`src/sv/b64lw_pkg.sv`:
```
// ----------------------------------------------------------------------------
// b64lw_pkg
// Types, constants and the character map shared by the base64 line-wrap
// encoder.
// ----------------------------------------------------------------------------
package b64lw_pkg;

	localparam logic [7:0] CHAR_PAD     = 8'h3d;
	localparam logic [7:0] CHAR_NEWLINE = 8'h0a;
	localparam int         JOB_DEPTH    = 4;
	localparam int         JOB_PTR_W    = $clog2(JOB_DEPTH);

	typedef struct packed {
		logic [7:0] data_byte;
		logic       last_byte;
	} item_t;

	typedef struct packed {
		logic [7:0] out_char;
		logic       out_last;
	} result_t;

	// one group of up to three bytes waiting to be turned into characters
	typedef struct packed {
		logic [23:0] bits;
		logic [1:0]  nbytes;
		logic        last;
	} job_t;

	typedef enum logic [1:0] {
		ST_CHAR,
		ST_WRAP,
		ST_CLOSE
	} back_state_t;

	function automatic logic [7:0] b64_char(input logic [5:0] v);
		logic [7:0] w;
		w = {2'b00, v};
		if (v < 6'd26) begin
			return w + 8'h41;
		end else if (v < 6'd52) begin
			return w + 8'h47;
		end else if (v < 6'd62) begin
			return w - 8'h04;
		end else if (v == 6'd62) begin
			return 8'h2b;
		end else begin
			return 8'h2f;
		end
	endfunction

endpackage

```
`src/sv/b64lw_front.sv`:
```
// ----------------------------------------------------------------------------
// b64lw_front
// Gathers incoming bytes into groups of three and hands each finished or
// final group to the job queue.
// ----------------------------------------------------------------------------
module b64lw_front
	import b64lw_pkg::*;
(
	input  logic  clk,
	input  logic  arst_n,
	input  logic  take,
	input  item_t item,
	output logic  job_push,
	output job_t  job
);

	logic [1:0]  pos_q;
	logic [15:0] pend_q;
	logic [1:0]  pos_d;
	logic [15:0] pend_d;

	always_comb begin
		pos_d    = pos_q;
		pend_d   = pend_q;
		job_push = 1'b0;
		job      = '0;
		if (take) begin
			case (pos_q)
				2'd0: begin
					pend_d     = {item.data_byte, 8'h00};
					pos_d      = 2'd1;
					job.bits   = {item.data_byte, 16'h0000};
					job.nbytes = 2'd1;
					job_push   = item.last_byte;
				end
				2'd1: begin
					pend_d     = {pend_q[15:8], item.data_byte};
					pos_d      = 2'd2;
					job.bits   = {pend_q[15:8], item.data_byte, 8'h00};
					job.nbytes = 2'd2;
					job_push   = item.last_byte;
				end
				default: begin
					pend_d     = '0;
					pos_d      = 2'd0;
					job.bits   = {pend_q, item.data_byte};
					job.nbytes = 2'd3;
					job_push   = 1'b1;
				end
			endcase
			job.last = item.last_byte;
			if (item.last_byte) begin
				pend_d = '0;
				pos_d  = 2'd0;
			end
		end
	end

	always_ff @(posedge clk or negedge arst_n) begin
		if (!arst_n) begin
			pos_q  <= 2'd0;
			pend_q <= '0;
		end else begin
			pos_q  <= pos_d;
			pend_q <= pend_d;
		end
	end

endmodule

```
`src/sv/b64lw_fifo.sv`:
```
// ----------------------------------------------------------------------------
// b64lw_fifo
// Short queue of group jobs between the byte front end and the character
// back end.
// ----------------------------------------------------------------------------
module b64lw_fifo
	import b64lw_pkg::*;
(
	input  logic clk,
	input  logic arst_n,
	input  logic wr_en,
	input  job_t wr_data,
	output logic full,
	input  logic rd_en,
	output job_t rd_data,
	output logic empty
);

	job_t                 mem_q [JOB_DEPTH];
	logic [JOB_PTR_W-1:0] wr_ptr_q;
	logic [JOB_PTR_W-1:0] rd_ptr_q;
	logic [JOB_PTR_W:0]   count_q;
	logic                 do_wr;
	logic                 do_rd;

	assign full    = (count_q == (JOB_PTR_W+1)'(JOB_DEPTH));
	assign empty   = (count_q == '0);
	assign do_wr   = wr_en && !full;
	assign do_rd   = rd_en && !empty;
	assign rd_data = mem_q[rd_ptr_q];

	always_ff @(posedge clk) begin
		if (do_wr) begin
			mem_q[wr_ptr_q] <= wr_data;
		end
	end

	always_ff @(posedge clk or negedge arst_n) begin
		if (!arst_n) begin
			wr_ptr_q <= '0;
			rd_ptr_q <= '0;
			count_q  <= '0;
		end else begin
			if (do_wr) begin
				wr_ptr_q <= wr_ptr_q + 1'b1;
			end
			if (do_rd) begin
				rd_ptr_q <= rd_ptr_q + 1'b1;
			end
			case ({do_wr, do_rd})
				2'b10:   count_q <= count_q + 1'b1;
				2'b01:   count_q <= count_q - 1'b1;
				default: count_q <= count_q;
			endcase
		end
	end

endmodule

```
`src/sv/b64lw_back.sv`:
```
// ----------------------------------------------------------------------------
// b64lw_back
// Turns one group job at a time into base64 characters, inserts wrap and
// closing newlines, and holds the oldest result in an output register.
// ----------------------------------------------------------------------------
module b64lw_back
	import b64lw_pkg::*;
#(
	parameter int LINE_CHARS = 64
) (
	input  logic    clk,
	input  logic    arst_n,
	input  logic    job_empty,
	input  job_t    job_in,
	output logic    job_pop,
	input  logic    pop,
	output logic    empty,
	output result_t result
);

	localparam int COL_W = $clog2(LINE_CHARS);

	back_state_t st_q, st_d;
	job_t        job_q, job_d;
	logic        busy_q, busy_d;
	logic [1:0]  idx_q, idx_d;
	logic        wrap_q, wrap_d;
	logic [COL_W-1:0] col_q, col_d;
	logic [COL_W:0]   col_inc;
	logic        hit;
	logic        emit;
	logic        done;
	result_t     res_d;
	result_t     out_q;
	logic        out_valid_q;
	logic        slot_free;
	logic [5:0]  sextet;
	logic        pad;
	logic [7:0]  char_sel;

	assign slot_free = !out_valid_q || pop;
	assign col_inc   = {1'b0, col_q} + 1'b1;
	assign hit       = (col_inc == (COL_W+1)'(LINE_CHARS));

	always_comb begin
		case (idx_q)
			2'd0:    sextet = job_q.bits[23:18];
			2'd1:    sextet = job_q.bits[17:12];
			2'd2:    sextet = job_q.bits[11:6];
			default: sextet = job_q.bits[5:0];
		endcase
		pad      = ((idx_q == 2'd2) && (job_q.nbytes < 2'd2)) ||
		           ((idx_q == 2'd3) && (job_q.nbytes < 2'd3));
		char_sel = pad ? CHAR_PAD : b64_char(sextet);
	end

	always_comb begin
		st_d    = st_q;
		job_d   = job_q;
		busy_d  = busy_q;
		idx_d   = idx_q;
		wrap_d  = wrap_q;
		col_d   = col_q;
		emit    = 1'b0;
		done    = 1'b0;
		job_pop = 1'b0;
		res_d   = '0;
		if (!busy_q) begin
			if (!job_empty) begin
				job_pop = 1'b1;
				job_d   = job_in;
				busy_d  = 1'b1;
				idx_d   = 2'd0;
				wrap_d  = 1'b0;
				st_d    = ST_CHAR;
			end
		end else if (slot_free) begin
			emit = 1'b1;
			case (st_q)
				ST_CHAR: begin
					res_d.out_char = char_sel;
					col_d          = hit ? '0 : col_inc[COL_W-1:0];
					if (hit) begin
						st_d = ST_WRAP;
					end else if (idx_q == 2'd3) begin
						if (job_q.last && !wrap_q) begin
							st_d = ST_CLOSE;
						end else begin
							res_d.out_last = 1'b1;
							done           = 1'b1;
						end
					end else begin
						idx_d = idx_q + 1'b1;
					end
				end
				ST_WRAP: begin
					res_d.out_char = CHAR_NEWLINE;
					wrap_d         = 1'b1;
					if (idx_q == 2'd3) begin
						res_d.out_last = 1'b1;
						done           = 1'b1;
					end else begin
						idx_d = idx_q + 1'b1;
						st_d  = ST_CHAR;
					end
				end
				default: begin
					res_d.out_char = CHAR_NEWLINE;
					res_d.out_last = 1'b1;
					done           = 1'b1;
				end
			endcase
			if (done) begin
				busy_d = 1'b0;
				st_d   = ST_CHAR;
				if (job_q.last) begin
					col_d = '0;
				end
			end
		end
	end

	always_ff @(posedge clk or negedge arst_n) begin
		if (!arst_n) begin
			st_q        <= ST_CHAR;
			busy_q      <= 1'b0;
			idx_q       <= 2'd0;
			wrap_q      <= 1'b0;
			col_q       <= '0;
			out_valid_q <= 1'b0;
		end else begin
			st_q   <= st_d;
			busy_q <= busy_d;
			idx_q  <= idx_d;
			wrap_q <= wrap_d;
			col_q  <= col_d;
			if (emit) begin
				out_valid_q <= 1'b1;
			end else if (pop) begin
				out_valid_q <= 1'b0;
			end
		end
	end

	always_ff @(posedge clk) begin
		job_q <= job_d;
		if (emit) begin
			out_q <= res_d;
		end
	end

	assign empty  = !out_valid_q;
	assign result = out_q;

endmodule

```
`src/sv/base64_encoder_line_wrap.sv`:
```
// ----------------------------------------------------------------------------
// base64_encoder_line_wrap
// Byte stream to base64 text: a newline after every LINE_CHARS characters,
// and a closing newline ending each stream whose last group had no wrap.
// ----------------------------------------------------------------------------
// Input side is a queue write port: item is taken when push is high and full
// is low. One byte per transfer; last_byte marks the end of a stream.
// Result side is a queue read port: while empty is low the oldest character
// is on result, and it leaves when pop is high. out_last marks the final
// character caused by one input byte.
// The front end takes one byte per cycle while the job queue is not full
// and queues one job per group of three bytes (or per final partial group)
// in a four-entry job queue. The back end emits one character per cycle
// from its output register while the reader does not stall, and loads each
// job in a step of its own in which it emits nothing. The first character of
// a group reaches result through the job queue, the job register and the
// output register after the byte that completes the group.
// A stalled reader stops the back end; the front end keeps taking bytes
// until the job queue fills, then holds full high.
// Reset clears the group position, pending bytes, line column, job queue
// and output valid flag; the next byte starts a fresh stream.
// ----------------------------------------------------------------------------
module base64_encoder_line_wrap
	import b64lw_pkg::*;
#(
	parameter int LINE_CHARS = 64
) (
	input  logic    clk,
	input  logic    arst_n,
	input  logic    push,
	output logic    full,
	input  item_t   item,
	output logic    empty,
	input  logic    pop,
	output result_t result
);

	logic job_push;
	job_t job_wr;
	logic job_full;
	logic job_pop;
	job_t job_rd;
	logic job_empty;

	assign full = job_full;

	b64lw_front u_front (
		.clk      (clk),
		.arst_n   (arst_n),
		.take     (push && !job_full),
		.item     (item),
		.job_push (job_push),
		.job      (job_wr)
	);

	b64lw_fifo u_fifo (
		.clk     (clk),
		.arst_n  (arst_n),
		.wr_en   (job_push),
		.wr_data (job_wr),
		.full    (job_full),
		.rd_en   (job_pop),
		.rd_data (job_rd),
		.empty   (job_empty)
	);

	b64lw_back #(
		.LINE_CHARS (LINE_CHARS)
	) u_back (
		.clk       (clk),
		.arst_n    (arst_n),
		.job_empty (job_empty),
		.job_in    (job_rd),
		.job_pop   (job_pop),
		.pop       (pop),
		.empty     (empty),
		.result    (result)
	);

endmodule

```
`config.mk`:
```
export PLATFORM = sky130hd
export DESIGN_NAME = base64_encoder_line_wrap
export DESIGN_NICKNAME = d
export VERILOG_FILES = /design/src/sv/b64lw_pkg.sv /design/src/sv/b64lw_front.sv /design/src/sv/b64lw_fifo.sv /design/src/sv/b64lw_back.sv /design/src/sv/base64_encoder_line_wrap.sv
export SDC_FILE = /design/constraint.sdc
export NUM_CORES = 1
export LEC_CHECK = 0
export BUFFER_PORTS_ARGS = -buffer_cell sky130_fd_sc_hd__buf_2
export CAP_MARGIN = 20
export CELL_PAD_IN_SITES_DETAIL_PLACEMENT = 1
export CELL_PAD_IN_SITES_GLOBAL_PLACEMENT = 2
export CORE_UTILIZATION = 46
export DETAILED_ROUTE_END_ITERATION = 7
export PLACE_DENSITY_LB_ADDON = 0.08
export SLEW_MARGIN = 20
export SYNTH_ARGS = -nofsm -noshare
export SYNTH_HDL_FRONTEND = slang
export SYNTH_SLANG_ARGS = --single-unit
export TNS_END_PERCENT = 30
```
`constraint.sdc`:
```
create_clock -name clk -period 3.7 [get_ports clk]
set_input_delay 0.555 -clock clk [delete_from_list [all_inputs] [get_ports clk]]
set_output_delay 0.555 -clock clk [all_outputs]
set_load 0.02 [all_outputs]
```
== Word-level counts from Yosys, hierarchy flattened ==
Memory sizes are Yosys's and may differ from the RTL's. A register that Yosys moved wholly into a read port is not among the register bits.
Index checks and enable logic that the tools add are counted.
Cells by class
  mux-type cells: 56
  reductions and logical operators: 25
  eq/ne operators: 20
  $add $sub $neg: 9
  bitwise logic cells: 2
  order comparisons: 5
Operators by type and width (number)
  case mux 26 bit (2 select lines): 1
  2-to-1 mux 8 bit: 4
  case mux 16 bit (2 select lines): 1
  2-to-1 mux 27 bit: 1
  2-to-1 mux 2 bit: 13
  2-to-1 mux 6 bit: 4
  2-to-1 mux 1 bit: 23
  case mux 6 bit (3 select lines): 1
  case mux 9 bit (2 select lines): 1
  adder 6 x 7 -> 8 bit, second input constant: 2
  2-to-1 mux 16 bit: 1
  < comparator 6 bit, second input constant: 2
  case mux 2 bit (2 select lines): 3
  inequality test 5 bit, second input constant: 2
  equality test 2 x 1 -> 1 bit, second input constant: 4
  inequality test 2 bit, second input constant: 4
  inequality test 4 bit, second input constant: 2
  adder 6 x 1 -> 7 bit, second input constant: 1
  equality test 7 bit, second input constant: 1
  subtractor 6 x 3 -> 7 bit, second input constant: 1
  adder 2 x 1 -> 2 bit, second input constant: 3
  equality test 2 bit, second input constant: 3
  equality test 6 bit, second input constant: 1
  logical AND 1 bit: 6
  other kinds (20): 32
Word-level totals
  bits in registers: 47
  memories: 1
  input port bits: 13
  RAM bits: 108
  logic and storage cells: 132
Memories
  u_fifo.mem_q: words 4, width 27, read ports 1, clocked after memory_dff 1, write ports 1, line b64lw_fifo.sv:19  | job_t mem_q [JOB_DEPTH];

== Depth between registers and ports, before layout ==
  word-level depth: 11
  depth in mapped cells: 13
  gate-level depth less buffers: 12

== By module ==
A second synthesis with hierarchy kept.
Unflattened totals
  cell total of the unflattened synthesis: 537
  area total of the unflattened synthesis: 8075.2 um2
By module, submodules not included
  b64lw_fifo: times used 1, cells an instance 178, area an instance 4330.4 um2
  b64lw_back: times used 1, cells an instance 206, area an instance 2433.6 um2
  b64lw_front: times used 1, cells an instance 152, area an instance 1297.5 um2
  base64_encoder_line_wrap: times used 1, cells an instance 1, area an instance 13.8 um2

== Worst setup path after synthesis ==
OpenSTA, ideal clock, no wires.
  path type: flip-flop to flip-flop
  from: register u_back.busy_q
  to: register u_fifo.count_q[2]
  stages on the path, launching flop included: 9
  library setup time: 79 ps
  arrival: 3177 ps
  buffers on the path: 1
  setup slack: 444 ps
  cell sequence: dfrtp_1 > clkbuf_1 > nor2_1 > ha_1 > inv_1 > fa_1 > xor2_1 > nor2_1 > xor2_1
Between the ends
  word-level cells in the longest chain between the ends: 4
  elaborated cells between the ends (all ways): 6
Ends and longest elaborated chain
  start, declared: line b64lw_back.sv:25  | logic busy_q, busy_d;
  start signal, assigned: line b64lw_back.sv:133  | busy_q <= busy_d;
  2-to-1 mux 1 bit *: line b64lw_back.sv:68  | if (!busy_q) begin
  logical AND 1 bit *: line b64lw_fifo.sv:29  | assign do_rd = rd_en && !empty;
  net u_fifo.do_rd: line b64lw_fifo.sv:24  | logic do_rd;
  equality test 2 x 1 -> 1 bit / equality test 2 bit (equally long branches): line b64lw_fifo.sv:50  | case ({do_wr, do_rd})
  case mux 3 bit (2 select lines) / nonzero test 2 bit (equally long branches)
  end signal, assigned: line b64lw_fifo.sv:51  | 2'b10: count_q <= count_q + 1'b1;
  end signal, assigned: line b64lw_fifo.sv:52  | 2'b01: count_q <= count_q - 1'b1;
  end signal, assigned: line b64lw_fifo.sv:53  | default: count_q <= count_q;
  end, declared: line b64lw_fifo.sv:22  | logic [JOB_PTR_W:0] count_q;
Mark *: on every way through the listed nets, which the timed path passes. The rest lies on a longest branch.
A chain may end at the register's enable or synchronous reset.

== Final worst setup path ==
  from: register u_back.idx_q[0]
  to: register u_back.out_q (netlist bit u_back.result[3]) (data pin)
Between the ends
  word-level cells in the longest chain between the ends: 9
  elaborated cells between the ends (all ways): 21
Ends and longest elaborated chain
  start, declared: line b64lw_back.sv:26  | logic [1:0] idx_q, idx_d;
  start signal, assigned: line b64lw_back.sv:134  | idx_q <= idx_d;
  branches (longest 7 deep; another with subtractor 6 x 3 -> 7 bit)
  2-to-1 mux 8 bit *: line b64lw_back.sv:54  | char_sel = pad ? CHAR_PAD : b64_char(sextet);
  case mux 9 bit (2 select lines) *: line b64lw_back.sv:79  | case (st_q)
  end signal, assigned: line b64lw_back.sv:148  | out_q <= res_d;
  end, declared: line b64lw_back.sv:34  | result_t out_q;
Every way passes the cells marked *.

==> metrics.csv <==
metric,value,unit
status,"finished, final reports clean",
die area,17300,um^2
Mapped Area,7730,um^2
CTS Buffer Depth,2,
H-tree depth,4,
Starting Density,46.8,%
Placed Instances,747,
share of cells above drive strength 1,19.3,%
RD Place Congestion,0.831,
CTS Hold Bufs,0,
"commonest non-fill, non-tap cell in the layout",edfxtp_1,
die width,132,um
Setup Buffers After CTS,0,
post-DR vias/cell,5.54,
TritonCTS clock tree,yes,
drt pass-1 iters,4,
Final Setup Violations,0,
clock root buffer,clkbuf_16,
sequential share of the synthesized area,68.2,%
"Cell Count, Final, Fillers Out",779,
Post-synth top flop,edfxtp_1,
total grt overflow,0,
Mapped Cells,515,
arrival time at the worst endpoint,3.51,ns
1st-iter DRT viols,284,
Syn. warnings,0,
Critical Path Fanout Max,11,
Total Routing Usage GR,20.5,%
Rel. slew slack,38.3,%
Async SR Flop Fraction,20.9,%
Synth Register Bits,182,
HPWL Detailed,11000,um
max-cap check violation count,0,
antenna-violating nets left,0,
leak pwr,3.23,nW
fin crit period,3.33,ns
vias in the first global route,4612,
largest net degree at the start of global routing,39,
Max IR drop VDD,371,uV
Total Nets Final,577,
n_diodes,0,
most frequent cells in the layout,"edfxtp_1, nand2_1, dfrtp_1",
"Avg Cell Area, Syn",15.0,um^2
Worst Path Required,3.88,ns
Layout Skew,0.0115,ns
post-cts repair resize count,0,
routed wire length per instance,20.9,um
clock sink count,182,
Worst-Margin Slew,0.925,ns
DRC viols,0,
"CTS clk-pin slew, worst paths",0.07,ns
Routed WL,16300,um
Synth cell types,55,
Worst Setup End Kind,flop,
initial antenna violation count,0,
syn_nets,546,
pwr dens,848,nW/um^2
CTS buffer count,17,
Final Slew Violations,0,
Die Ht,132,um
Tcrit/Tclk final,89.9,%
Worst Hold Class,input port to asynchronous set/reset pin,
row cnt,47,
port bufs,23,
final hold viol count,0,
io pins,24,
via count,4314,
Placeable Area,16500,um^2
TNS Setup,0,ns
CP Launch Type,flop,
area grow syn2layout,12.8,%
unrepaired setup endpoints after global routing,false,
Post-synth EDFFs,144,
critical path class,flop to flop,
clock latency on the worst-skew pair,0.43,ns
fmax,300,MHz
first-pass GRT wire length,26400,um
## routing by layer
| layer | track usage (%) | part of all wire (%) |
|---|---|---|
| met1 | 27.4 | 44 |
| met2 | 33.8 | 51 |
| met3 | 3.47 | 3.3 |
| met4 | 7.56 | 0.98 |
| met5 | 0 | 0 |
## through the flow
step | util, % | cell area, um^2 | hold slack (ns) | setup slack (ns) | power [mW]
2_1_floorplan | - | 7730 | 0.259 | 0.444 | 4.91
3_3_place_gp | 49.1 | 8120 | 0.453 | 0.453 | 5.60
3_5_place_dp | 49.1 | 8120 | 0.461 | 0.351 | 5.67
4_1_cts | 52.8 | 8730 | 0.288 | 0.340 | 7.50
5_1_grt | 52.8 | 8730 | 0.315 | 0.0817 | 7.86
6_report | 52.8 | 8730 | 0.253 | 0.372 | 7.40
## worst max-delay path: stages (launching register included)
cell and delay, ns:
dfrtp_1 0.43, ha_1 0.34, inv_2 0.22, nor2_1 0.08, a21oi_1 0.43, ha_1 0.43, a211oi_1 0.09, a221oi_1 0.34
a21oi_1 0.20, a21oi_1 0.17, nor2_1 0.05, o31a_1 0.28
## registers in the layout, summed over array words and instances, names as in the netlist, 3 cells and up
signal,cells
u_back.job_q,27
u_back.result,9
u_fifo.mem_q,108
u_back.col_q,6
u_fifo.count_q,3
u_front.pend_q,16
## where the power goes
part / total, mW / switching (mW) / internal (mW)
sequential: 3.13 / 0.327 / 2.81
clock: 1.81 / 0.833 / 0.978
combinational: 2.45 / 1.46 / 0.992
total: 7.40 / 2.62 / 4.78
## cell type report
cell class                      count  area [um^2]
Clock buffer                       18          439
Clock inverter                     14          165
Fill cell                        1595         7800
Inverter                           19         71.3
Multi-Input combinational cell    292         2300
Sequential cell                   182         5280
Tap cell                          220          275
Timing Repair Buffer               34          198
## cell families (layout without fill, tap and decap cells)
| kind of cell | Yosys count | after routing | share of synthesized area [%] |
|---|---|---|---|
| DFF | 182 | 182 | 68.2 |
| and+or+nand+nor | 134 | 134 | 8.41 |
| AOI/OAI and AO/OA | 95 | 95 | 8.22 |
| buffers and inverters | 41 | 85 | 2.09 |
| muxes | 32 | 32 | 8.61 |
| adders and majority gates | 18 | 18 | 3.01 |
| xor gates and xnor gates | 13 | 13 | 1.47 |
## cells in the mapped netlist (3+ instances only)
| library cell | count | area [um^2] |
|---|---|---|
| ha_1 | 17 | 213 |
| buf_2 | 3 | 15.0 |
| nand3_1 | 14 | 70.1 |
| clkbuf_1 | 17 | 63.8 |
| inv_1 | 17 | 63.8 |
| a31oi_1 | 4 | 25.0 |
| nor3_1 | 5 | 25.0 |
| xnor2_1 | 8 | 70.1 |
| a222oi_1 | 5 | 50.1 |
| o21ai_0 | 20 | 100 |
| nand2b_1 | 3 | 18.8 |
| a21oi_1 | 25 | 125 |
| nor2_1 | 28 | 105 |
| nand2_1 | 50 | 188 |
| nand4_1 | 3 | 18.8 |
| xor2_1 | 5 | 43.8 |
| a22oi_1 | 9 | 67.6 |
| a22o_1 | 9 | 78.8 |
| dfrtp_1 | 38 | 951 |
| a21o_1 | 3 | 22.5 |
| edfxtp_1 | 144 | 4320 |
| and3_1 | 13 | 81.3 |
| nor2b_1 | 7 | 43.8 |
| mux4_2 | 27 | 608 |
| a21oi_2 | 3 | 26.3 |
## path summary, 6_finish.rpt
| check | start | to | slack (ns) | cells past startpoint |
|---|---|---|---|---|
| min in group clk | item[1] | u_front.pend_q[0] | 0.41 | 3 |
| hold / removal | arst_n | u_back.col_q[0] | 0.25 | 1 |
| max in group asynchronous | arst_n | u_fifo.rd_ptr_q[0] | 2.77 | 1 |
| setup / recovery | u_back.idx_q[0] | u_back.result[3] | 0.37 | 11 |
| hold reg to reg | u_front.pend_q[0] | u_front.pend_q[0] | 0.48 | 2 |
| setup reg to reg | u_back.idx_q[0] | u_back.result[3] | 0.37 | 11 |
Note: power is estimated with default switching activity, not from simulation.
